`src/hw/rtl/lru_kv_pkg.sv`:
```
// shared types and constants for the lru key-value cache
package lru_kv_pkg;

    localparam int CAP_W   = 5;
    localparam int VALUE_W = 32;

    localparam logic [CAP_W-1:0] CAP_RESET = 5'd16;

    typedef logic signed [VALUE_W-1:0] lru_kv_value_t;

    // read value returned by a get that misses
    localparam lru_kv_value_t MISS_VALUE = -32'sd1;

    typedef enum logic {
        REQ_GET = 1'b0,
        REQ_PUT = 1'b1
    } lru_kv_req_t;

    typedef enum logic {
        ST_IDLE  = 1'b0,
        ST_APPLY = 1'b1
    } lru_kv_state_t;

    // control broadcast to every cell of the recency chain
    typedef struct packed {
        logic capture;  // register the key compare
        logic shift;    // move entries one place older up to the stop index
    } lru_kv_cell_ctl_t;

endpackage

```
`src/hw/rtl/lru_kv_cell.sv`:
```
// one entry of the recency-ordered chain: key, value, valid and match flag
module lru_kv_cell import lru_kv_pkg::*; #(
    parameter int KEY_BITS = 16,
    parameter int IDX_W    = 4,
    parameter int CELL_IDX = 0
) (
    input  logic                  aclk,
    input  logic                  aresetn,
    input  lru_kv_cell_ctl_t      ctl,
    input  logic [IDX_W-1:0]      stop_idx,
    input  logic [KEY_BITS-1:0]   probe_key,
    input  logic                  prev_valid,
    input  logic [KEY_BITS-1:0]   prev_key,
    input  lru_kv_value_t         prev_value,
    output logic                  valid,
    output logic [KEY_BITS-1:0]   key,
    output lru_kv_value_t         value,
    output logic                  match
);

    logic                valid_reg;
    logic                valid_next;
    logic                match_reg;
    logic                match_next;
    logic [KEY_BITS-1:0] key_reg;
    logic [KEY_BITS-1:0] key_next;
    lru_kv_value_t       value_reg;
    lru_kv_value_t       value_next;
    logic                take;

    // cells from the head down to the stop index take their neighbor's entry
    assign take = ctl.shift && (IDX_W'(CELL_IDX) <= stop_idx);

    assign valid_next = take ? prev_valid : valid_reg;
    assign key_next   = take ? prev_key   : key_reg;
    assign value_next = take ? prev_value : value_reg;
    assign match_next = ctl.capture ? (valid_reg && (key_reg == probe_key)) : match_reg;

    always_ff @(posedge aclk) begin
        if (!aresetn) begin
            valid_reg <= 1'b0;
            match_reg <= 1'b0;
        end else begin
            valid_reg <= valid_next;
            match_reg <= match_next;
        end
    end

    always_ff @(posedge aclk) begin
        key_reg   <= key_next;
        value_reg <= value_next;
    end

    assign valid = valid_reg;
    assign key   = key_reg;
    assign value = value_reg;
    assign match = match_reg;

endmodule

```
`src/hw/rtl/lru_key_value_cache.sv`:
```
// top level of the fully associative lru key-value cache
//
// The cache holds up to ENTRIES key-value pairs in a row of cells kept in
// recency order: cell 0 is the most recent entry, and each cell further down
// is one step older, so the valid entries always fill cells 0 to count-1.
// Each request has an accept cycle and a resolve cycle: in the accept cycle
// every cell compares its key with the request key and stores a match flag,
// and in the resolve cycle the request is resolved and, unless a get misses,
// the chain shifts by one place (each cell takes its neighbor's entry) from
// the head down to the hit cell, the oldest entry or the first free cell,
// while the new or refreshed entry enters at cell 0. The resolve cycle waits
// while an earlier result is still held on the m_ side. The capacity register
// can be written at any time through the cfg channel, which is always ready;
// write it only while no request is in flight. The entries are invalid after
// reset with no clearing pass.
module lru_key_value_cache import lru_kv_pkg::*; #(
    parameter int ENTRIES  = 16,
    parameter int KEY_BITS = 16
) (
    input  logic                                       aclk,
    input  logic                                       aresetn,
    // request items
    input  logic                                       s_tvalid,
    output logic                                       s_tready,
    input  logic                                       s_tuser,  // req_type
    input  logic [((KEY_BITS+VALUE_W+7)/8)*8-1:0]      s_tdata,  // key, value
    // result items
    output logic                                       m_tvalid,
    input  logic                                       m_tready,
    output logic [1:0]                                 m_tuser,  // hit, evicted
    output logic [((KEY_BITS+VALUE_W+7)/8)*8-1:0]      m_tdata,  // read_value, evicted_key
    // capacity register writes
    input  logic                                       cfg_valid,
    output logic                                       cfg_ready,
    input  logic [CAP_W-1:0]                           cfg_data
);

    localparam int IDX_W    = $clog2(ENTRIES);
    localparam int CNT_W    = $clog2(ENTRIES + 1);
    localparam int CMP_W    = (CNT_W > CAP_W) ? CNT_W : CAP_W;
    localparam int M_DATA_W = ((KEY_BITS + VALUE_W + 7) / 8) * 8;

    // control state
    lru_kv_state_t       state_reg;
    lru_kv_state_t       state_next;
    logic [CNT_W-1:0]    count_reg;
    logic [CNT_W-1:0]    count_next;
    logic [CAP_W-1:0]    capacity_reg;
    logic [CAP_W-1:0]    capacity_next;
    logic                m_valid_reg;
    logic                m_valid_next;

    // held request
    lru_kv_req_t         req_type_reg;
    logic [KEY_BITS-1:0] req_key_reg;
    lru_kv_value_t       req_value_reg;

    // held result
    logic                out_hit_reg;
    logic                out_evicted_reg;
    lru_kv_value_t       out_value_reg;
    logic [KEY_BITS-1:0] out_evk_reg;

    // chain of cells
    logic                cell_valid [ENTRIES];
    logic [KEY_BITS-1:0] cell_key   [ENTRIES];
    lru_kv_value_t       cell_value [ENTRIES];
    logic                cell_match [ENTRIES];
    lru_kv_cell_ctl_t    cell_ctl;
    logic [IDX_W-1:0]    stop_idx;
    lru_kv_value_t       head_value;

    // handshakes
    logic                in_accept;
    logic                out_free;
    logic                fire;

    // gathered from the cells
    logic                hit_any;
    logic [IDX_W-1:0]    hit_idx;
    lru_kv_value_t       hit_value;
    logic [KEY_BITS-1:0] oldest_key;
    logic [CNT_W-1:0]    count_m1;
    logic [IDX_W-1:0]    last_idx;

    // resolution of the held request
    logic [CMP_W-1:0]    cap_ext;
    logic [CMP_W-1:0]    eff_cap;
    logic                full;
    logic                shift_en;
    logic                count_inc;
    logic                res_evicted;
    lru_kv_value_t       res_value;
    logic [KEY_BITS-1:0] res_evk;

    assign s_tready  = (state_reg == ST_IDLE);
    assign in_accept = s_tvalid && s_tready;
    assign out_free  = !m_valid_reg || m_tready;
    assign fire      = (state_reg == ST_APPLY) && out_free;
    assign cfg_ready = 1'b1;

    // compare in the accept cycle, shift in the resolve cycle
    assign cell_ctl.capture = in_accept;
    assign cell_ctl.shift   = fire && shift_en;

    // new entry at the head: the key of the request, its value for a put and
    // the stored value for a get hit
    assign head_value = (req_type_reg == REQ_PUT) ? req_value_reg : hit_value;

    for (genvar i = 0; i < ENTRIES; i++) begin : g_cell
        if (i == 0) begin : g_head
            lru_kv_cell #(
                .KEY_BITS (KEY_BITS),
                .IDX_W    (IDX_W),
                .CELL_IDX (i)
            ) u_cell (
                .aclk       (aclk),
                .aresetn    (aresetn),
                .ctl        (cell_ctl),
                .stop_idx   (stop_idx),
                .probe_key  (s_tdata[KEY_BITS-1:0]),
                .prev_valid (1'b1),
                .prev_key   (req_key_reg),
                .prev_value (head_value),
                .valid      (cell_valid[i]),
                .key        (cell_key[i]),
                .value      (cell_value[i]),
                .match      (cell_match[i])
            );
        end else begin : g_body
            lru_kv_cell #(
                .KEY_BITS (KEY_BITS),
                .IDX_W    (IDX_W),
                .CELL_IDX (i)
            ) u_cell (
                .aclk       (aclk),
                .aresetn    (aresetn),
                .ctl        (cell_ctl),
                .stop_idx   (stop_idx),
                .probe_key  (s_tdata[KEY_BITS-1:0]),
                .prev_valid (cell_valid[i-1]),
                .prev_key   (cell_key[i-1]),
                .prev_value (cell_value[i-1]),
                .valid      (cell_valid[i]),
                .key        (cell_key[i]),
                .value      (cell_value[i]),
                .match      (cell_match[i])
            );
        end
    end

    // oldest valid entry sits at cell count-1
    assign count_m1 = count_reg - CNT_W'(1);
    assign last_idx = count_m1[IDX_W-1:0];

    // keys are unique among valid cells, so at most one match flag is set
    always_comb begin
        hit_any    = 1'b0;
        hit_idx    = '0;
        hit_value  = '0;
        oldest_key = '0;
        for (int i = 0; i < ENTRIES; i++) begin
            hit_any   = hit_any | cell_match[i];
            hit_idx   = hit_idx | (cell_match[i] ? IDX_W'(i) : IDX_W'(0));
            hit_value = hit_value | (cell_match[i] ? cell_value[i] : lru_kv_value_t'(0));
            oldest_key = oldest_key |
                ((IDX_W'(i) == last_idx) ? cell_key[i] : KEY_BITS'(0));
        end
    end

    // capacity of zero acts as one, above the row size as the row size
    always_comb begin
        cap_ext = CMP_W'(capacity_reg);
        if (cap_ext == CMP_W'(0)) begin
            eff_cap = CMP_W'(1);
        end else if (cap_ext > CMP_W'(ENTRIES)) begin
            eff_cap = CMP_W'(ENTRIES);
        end else begin
            eff_cap = cap_ext;
        end
        full = CMP_W'(count_reg) >= eff_cap;
    end

    always_comb begin
        shift_en    = 1'b0;
        stop_idx    = hit_idx;
        count_inc   = 1'b0;
        res_evicted = 1'b0;
        res_value   = '0;
        res_evk     = '0;
        case (req_type_reg)
            REQ_GET: begin
                if (hit_any) begin
                    shift_en  = 1'b1;
                    res_value = hit_value;
                end else begin
                    res_value = MISS_VALUE;
                end
            end
            REQ_PUT: begin
                if (hit_any) begin
                    shift_en = 1'b1;
                end else if (full) begin
                    // oldest entry drops off the end of the used part
                    shift_en    = 1'b1;
                    stop_idx    = last_idx;
                    res_evicted = 1'b1;
                    res_evk     = oldest_key;
                end else begin
                    // first free cell receives the entry ahead of it
                    shift_en  = 1'b1;
                    stop_idx  = count_reg[IDX_W-1:0];
                    count_inc = 1'b1;
                end
            end
            default: begin
                shift_en = 1'b0;
            end
        endcase
    end

    always_comb begin
        state_next    = state_reg;
        count_next    = count_reg;
        capacity_next = capacity_reg;
        m_valid_next  = m_valid_reg;
        if (m_tready) begin
            m_valid_next = 1'b0;
        end
        if (cfg_valid && cfg_ready) begin
            capacity_next = cfg_data;
        end
        case (state_reg)
            ST_IDLE: begin
                if (in_accept) begin
                    state_next = ST_APPLY;
                end
            end
            ST_APPLY: begin
                if (fire) begin
                    state_next   = ST_IDLE;
                    m_valid_next = 1'b1;
                    if (count_inc) begin
                        count_next = count_reg + CNT_W'(1);
                    end
                end
            end
            default: begin
                state_next = ST_IDLE;
            end
        endcase
    end

    always_ff @(posedge aclk) begin
        if (!aresetn) begin
            state_reg    <= ST_IDLE;
            count_reg    <= '0;
            capacity_reg <= CAP_RESET;
            m_valid_reg  <= 1'b0;
        end else begin
            state_reg    <= state_next;
            count_reg    <= count_next;
            capacity_reg <= capacity_next;
            m_valid_reg  <= m_valid_next;
        end
    end

    // request and result payload
    always_ff @(posedge aclk) begin
        if (in_accept) begin
            req_type_reg  <= lru_kv_req_t'(s_tuser);
            req_key_reg   <= s_tdata[KEY_BITS-1:0];
            req_value_reg <= lru_kv_value_t'(s_tdata[KEY_BITS+VALUE_W-1:KEY_BITS]);
        end
        if (fire) begin
            out_hit_reg     <= hit_any;
            out_evicted_reg <= res_evicted;
            out_value_reg   <= res_value;
            out_evk_reg     <= res_evk;
        end
    end

    assign m_tvalid = m_valid_reg;
    assign m_tuser  = {out_evicted_reg, out_hit_reg};
    assign m_tdata  = M_DATA_W'({out_evk_reg, out_value_reg});

endmodule

```
`config.mk`:
```
export PLATFORM = sky130hd
export DESIGN_NAME = lru_key_value_cache
export DESIGN_NICKNAME = d
export VERILOG_FILES = /design/src/hw/rtl/lru_kv_pkg.sv /design/src/hw/rtl/lru_kv_cell.sv /design/src/hw/rtl/lru_key_value_cache.sv
export SDC_FILE = /design/constraint.sdc
export NUM_CORES = 1
export LEC_CHECK = 0
export ABC_AREA = 1
export BUFFER_PORTS_ARGS = -buffer_cell sky130_fd_sc_hd__buf_2
export CAP_MARGIN = 20
export CORE_ASPECT_RATIO = 1.75
export CORE_MARGIN = 3
export CORE_UTILIZATION = 54
export CTS_BUF_LIST = sky130_fd_sc_hd__clkbuf_4 sky130_fd_sc_hd__clkbuf_8 sky130_fd_sc_hd__clkbuf_16
export CTS_CLUSTER_SIZE = 12
export DETAILED_ROUTE_END_ITERATION = 8
export PLACE_DENSITY = 0.73
export SYNTH_ARGS = -nofsm -noshare
export SYNTH_HDL_FRONTEND = slang
export SYNTH_SLANG_ARGS = --single-unit
```
`constraint.sdc`:
```
create_clock -name aclk -period 7.95 [get_ports aclk]
set_input_delay 0 -clock aclk [delete_from_list [all_inputs] [get_ports aclk]]
set_output_delay 0 -clock aclk [all_outputs]
set_load 0.1 [all_outputs]
```
==> flow_summary.json <==
{
  "syn-num-nets": 2997,
  "dr_total_vias": 25800,
  "coreArea_um2": 67900,
  "critPathArrivalTime_ns": 5.42,
  "crit_required_ns": 8.23,
  "postSynthAreaPerCell_um2": 12.7,
  "rows": 126,
  "cts.sinks": 911,
  "syn_area_um2": 37300,
  "rsz0062_at_grt": "false",
  "holdPathStages": 2,
  "r2r_start": "g_cell[3].g_body.u_cell.match",
  "hold_start": "s_tdata[34]",
  "ant_nets": 0,
  "n_antenna_cell": 0,
  "grt_pass1_wl_um": 180000,
  "fillers": 5215,
  "tns_ns": 0,
  "grt_overflow_total": 0,
  "cts.clk_slew.worst_paths_ns": 0.06,
  "worst_slew_margin_rel": 0.208,
  "drtIter0Drc": 2884,
  "cts_resized": 0,
  "clockRootBuffer": "clkbuf_16",
  "finalWeightedCongestion": 1.04,
  "numCtsBuffers": 88,
  "synth-main-ff-cell": "edfxtp_1",
  "largest_reg_flops": 480,
  "yosysSeqAreaShare": 0.722,
  "initial_utilization": 0.549,
  "leakagePower_nw": 15.1,
  "drt-total-wl_um": 125000,
  "die_h_um": 354,
  "synth_cells": 2927,
  "clock_latency_ns": 0.66,
  "grt_pass1_vias": 26800,
  "period_needed_ns": 5.13,
  "hold_path.class": "in -> reg",
  "yosys_warnings": 0,
  "crit_path_end_kind": "flip-flop",
  "worst_clock_skew_ns": 0.0279,
  "syn2layout_area_growth_pct": 12.9,
  "place_area_um2": 38700,
  "dp_cells": 3844,
  "worst_hold_path.endpoint": "req_value_reg[18]",
  "reg2reg_to": "g_cell[14].g_body.u_cell.value[31]",
  "antenna_found_initial": 2,
  "portBuffers": 110,
  "cts.htree.levels": 3,
  "post_cts_buffers": 0,
  "fmax_mhz": 195,
  "first_pass_iters": 6,
  "drv_slew": 0,
  "drive_above_1_share": 0.121,
  "final_cells": 4055,
  "io_pins": 112,
  "layout_common_cells": "edfxtp_1, nand2_1, nor2_1",
  "num-nets-final": 3175,
  "wl_per_cell_um": 30.9,
  "hpwl_um": 81500,
  "fin_util": 0.620,
  "worstSetupPathType": "reg -> reg",
  "die_area_um2": 72400,
  "worst_setup_path_start_kind": "flip-flop",
  "yosys_register_bits": 911,
  "cts_tree": "built",
  "finalSetupViolCount": 0,
  "worstMarginPinSlew_ns": 1.18,
  "crit_fanout": 36,
  "ys_async_sr_fraction": 0,
  "fp.dieW_um": 205,
  "maxCapViolCount": 0,
  "vias_per_cell": 6.37,
  "power_density_nw_per_um2": 243,
  "rrSetupSlack_ns": 2.82,
  "drc": 0,
  "status": "completed",
  "clk_path_buf_depth": 3,
  "final-hold-violation-count": 0,
  "fin_crit_sh": 0.646,
  "final_common_cell": "edfxtp_1",
  "synth_edf_count": 867,
  "design_area_um2": 42100,
  "grtUsageTotal": 0.346,
  "grt_max_degree": 52,
  "peakVddDrop_v": 0.000145,
  "rr_worst_depth": 11,
  "synth.distinct_cells": 43
}
report_power, final:
| group | total [mW] | switching [mW] | internal (mW) | leakage, nW |
|---|---|---|---|---|
| Combinational | 0.674 | 0.521 | 0.152 | 5.52 |
| Clock | 4.08 | 1.83 | 2.26 | 1.36 |
| Sequential | 5.45 | 0.0869 | 5.37 | 8.26 |
| Total | 10.2 | 2.44 | 7.78 | 15.1 |
cell usage after synthesis (all sizes together), types with 33 or more instances:
| library cell | number | area share |
|---|---|---|
| a21oi | 34 | 0.0046 |
| a221oi | 112 | 0.026 |
| a22o | 68 | 0.016 |
| buf | 54 | 0.0080 |
| clkbuf | 74 | 0.0074 |
| dfxtp | 44 | 0.024 |
| edfxtp | 867 | 0.70 |
| inv | 135 | 0.014 |
| nand2 | 770 | 0.078 |
| nand3 | 85 | 0.012 |
| nand4 | 86 | 0.014 |
| nor2 | 241 | 0.027 |
| nor4 | 38 | 0.0064 |
| o21ai | 61 | 0.0083 |
| or2 | 33 | 0.0055 |
| xnor2 | 67 | 0.016 |
| xor2 | 88 | 0.021 |
cell families (layout without fill, tap and decap cells):
logic type      count (synthesis)  count (layout)  share of synthesized area
compound gates                288             288                     0.0577
xor+xnor                      155             155                     0.0373
fa+ha+maj                      11              11                    0.00369
buf+inv                       267             499                     0.0294
flops                         911             911                      0.722
other cells                     1               1                   0.000101
simple gates                 1294            1294                      0.150
worst max path at each step:
stage / from / end / depth (start not counted)
after floorplan: m_tvalid / g_cell[7].g_body.u_cell.key[0] / 9
after global placement: g_cell[3].g_body.u_cell.match / g_cell[14].g_body.u_cell.value[2] / 11
after detailed placement: g_cell[3].g_body.u_cell.match / g_cell[5].g_body.u_cell.value[17] / 12
after CTS: g_cell[3].g_body.u_cell.match / g_cell[14].g_body.u_cell.value[9] / 11
after global routing: g_cell[3].g_body.u_cell.match / g_cell[5].g_body.u_cell.value[27] / 12
final: g_cell[3].g_body.u_cell.match / g_cell[14].g_body.u_cell.value[31] / 11
per-stage QoR:
| stage | hold slack, ns | power (mW) | setup slack [ns] |
|---|---|---|---|
| floorplan | 0.0989 | 5.93 | 0.997 |
| global placement | 0.179 | 6.18 | 3.11 |
| detailed placement | 0.179 | 6.19 | 2.97 |
| CTS | 0.0343 | 10.2 | 2.94 |
| global route | 0.0607 | 10.4 | 2.64 |
| finish | 0.0530 | 10.2 | 2.82 |
layer usage:
metal  GRT usage  wire length [um]  up-vias
li1            -                 -    10800
met2       0.580             62000     1863
met3      0.0573             11100      551
met1       0.390             40000    12600
met5           0                 0        -
met4       0.272             12100        0
cell type report:
cell class,instances,area [um^2],area share
timing repair buffer,216,1510,0.0360
sequential,911,26900,0.640
tap,896,1120,0.0266
clock buffer,132,2550,0.0606
multi-input combinational,1749,9330,0.222
inverter,139,523,0.0124
clock inverter,12,141,0.00336
timing repair:
item	in CTS	in global routing
setup endpoints to repair	0	0
hold endpoints to repair	73	0
hold buffers	67	0
critical path, cell delays in order, from the launching register on:
cell,delay (ns)
dfxtp_2,1.07
nor2_1,0.13
nand2_1,0.14
nor2_2,0.07
nand3_2,0.69
nand2_1,0.20
inv_2,0.25
nand3_2,0.24
inv_2,0.47
nand2_4,0.15
nor2_4,0.66
buf_4,0.62
Note: power is estimated with default switching activity, not from simulation.
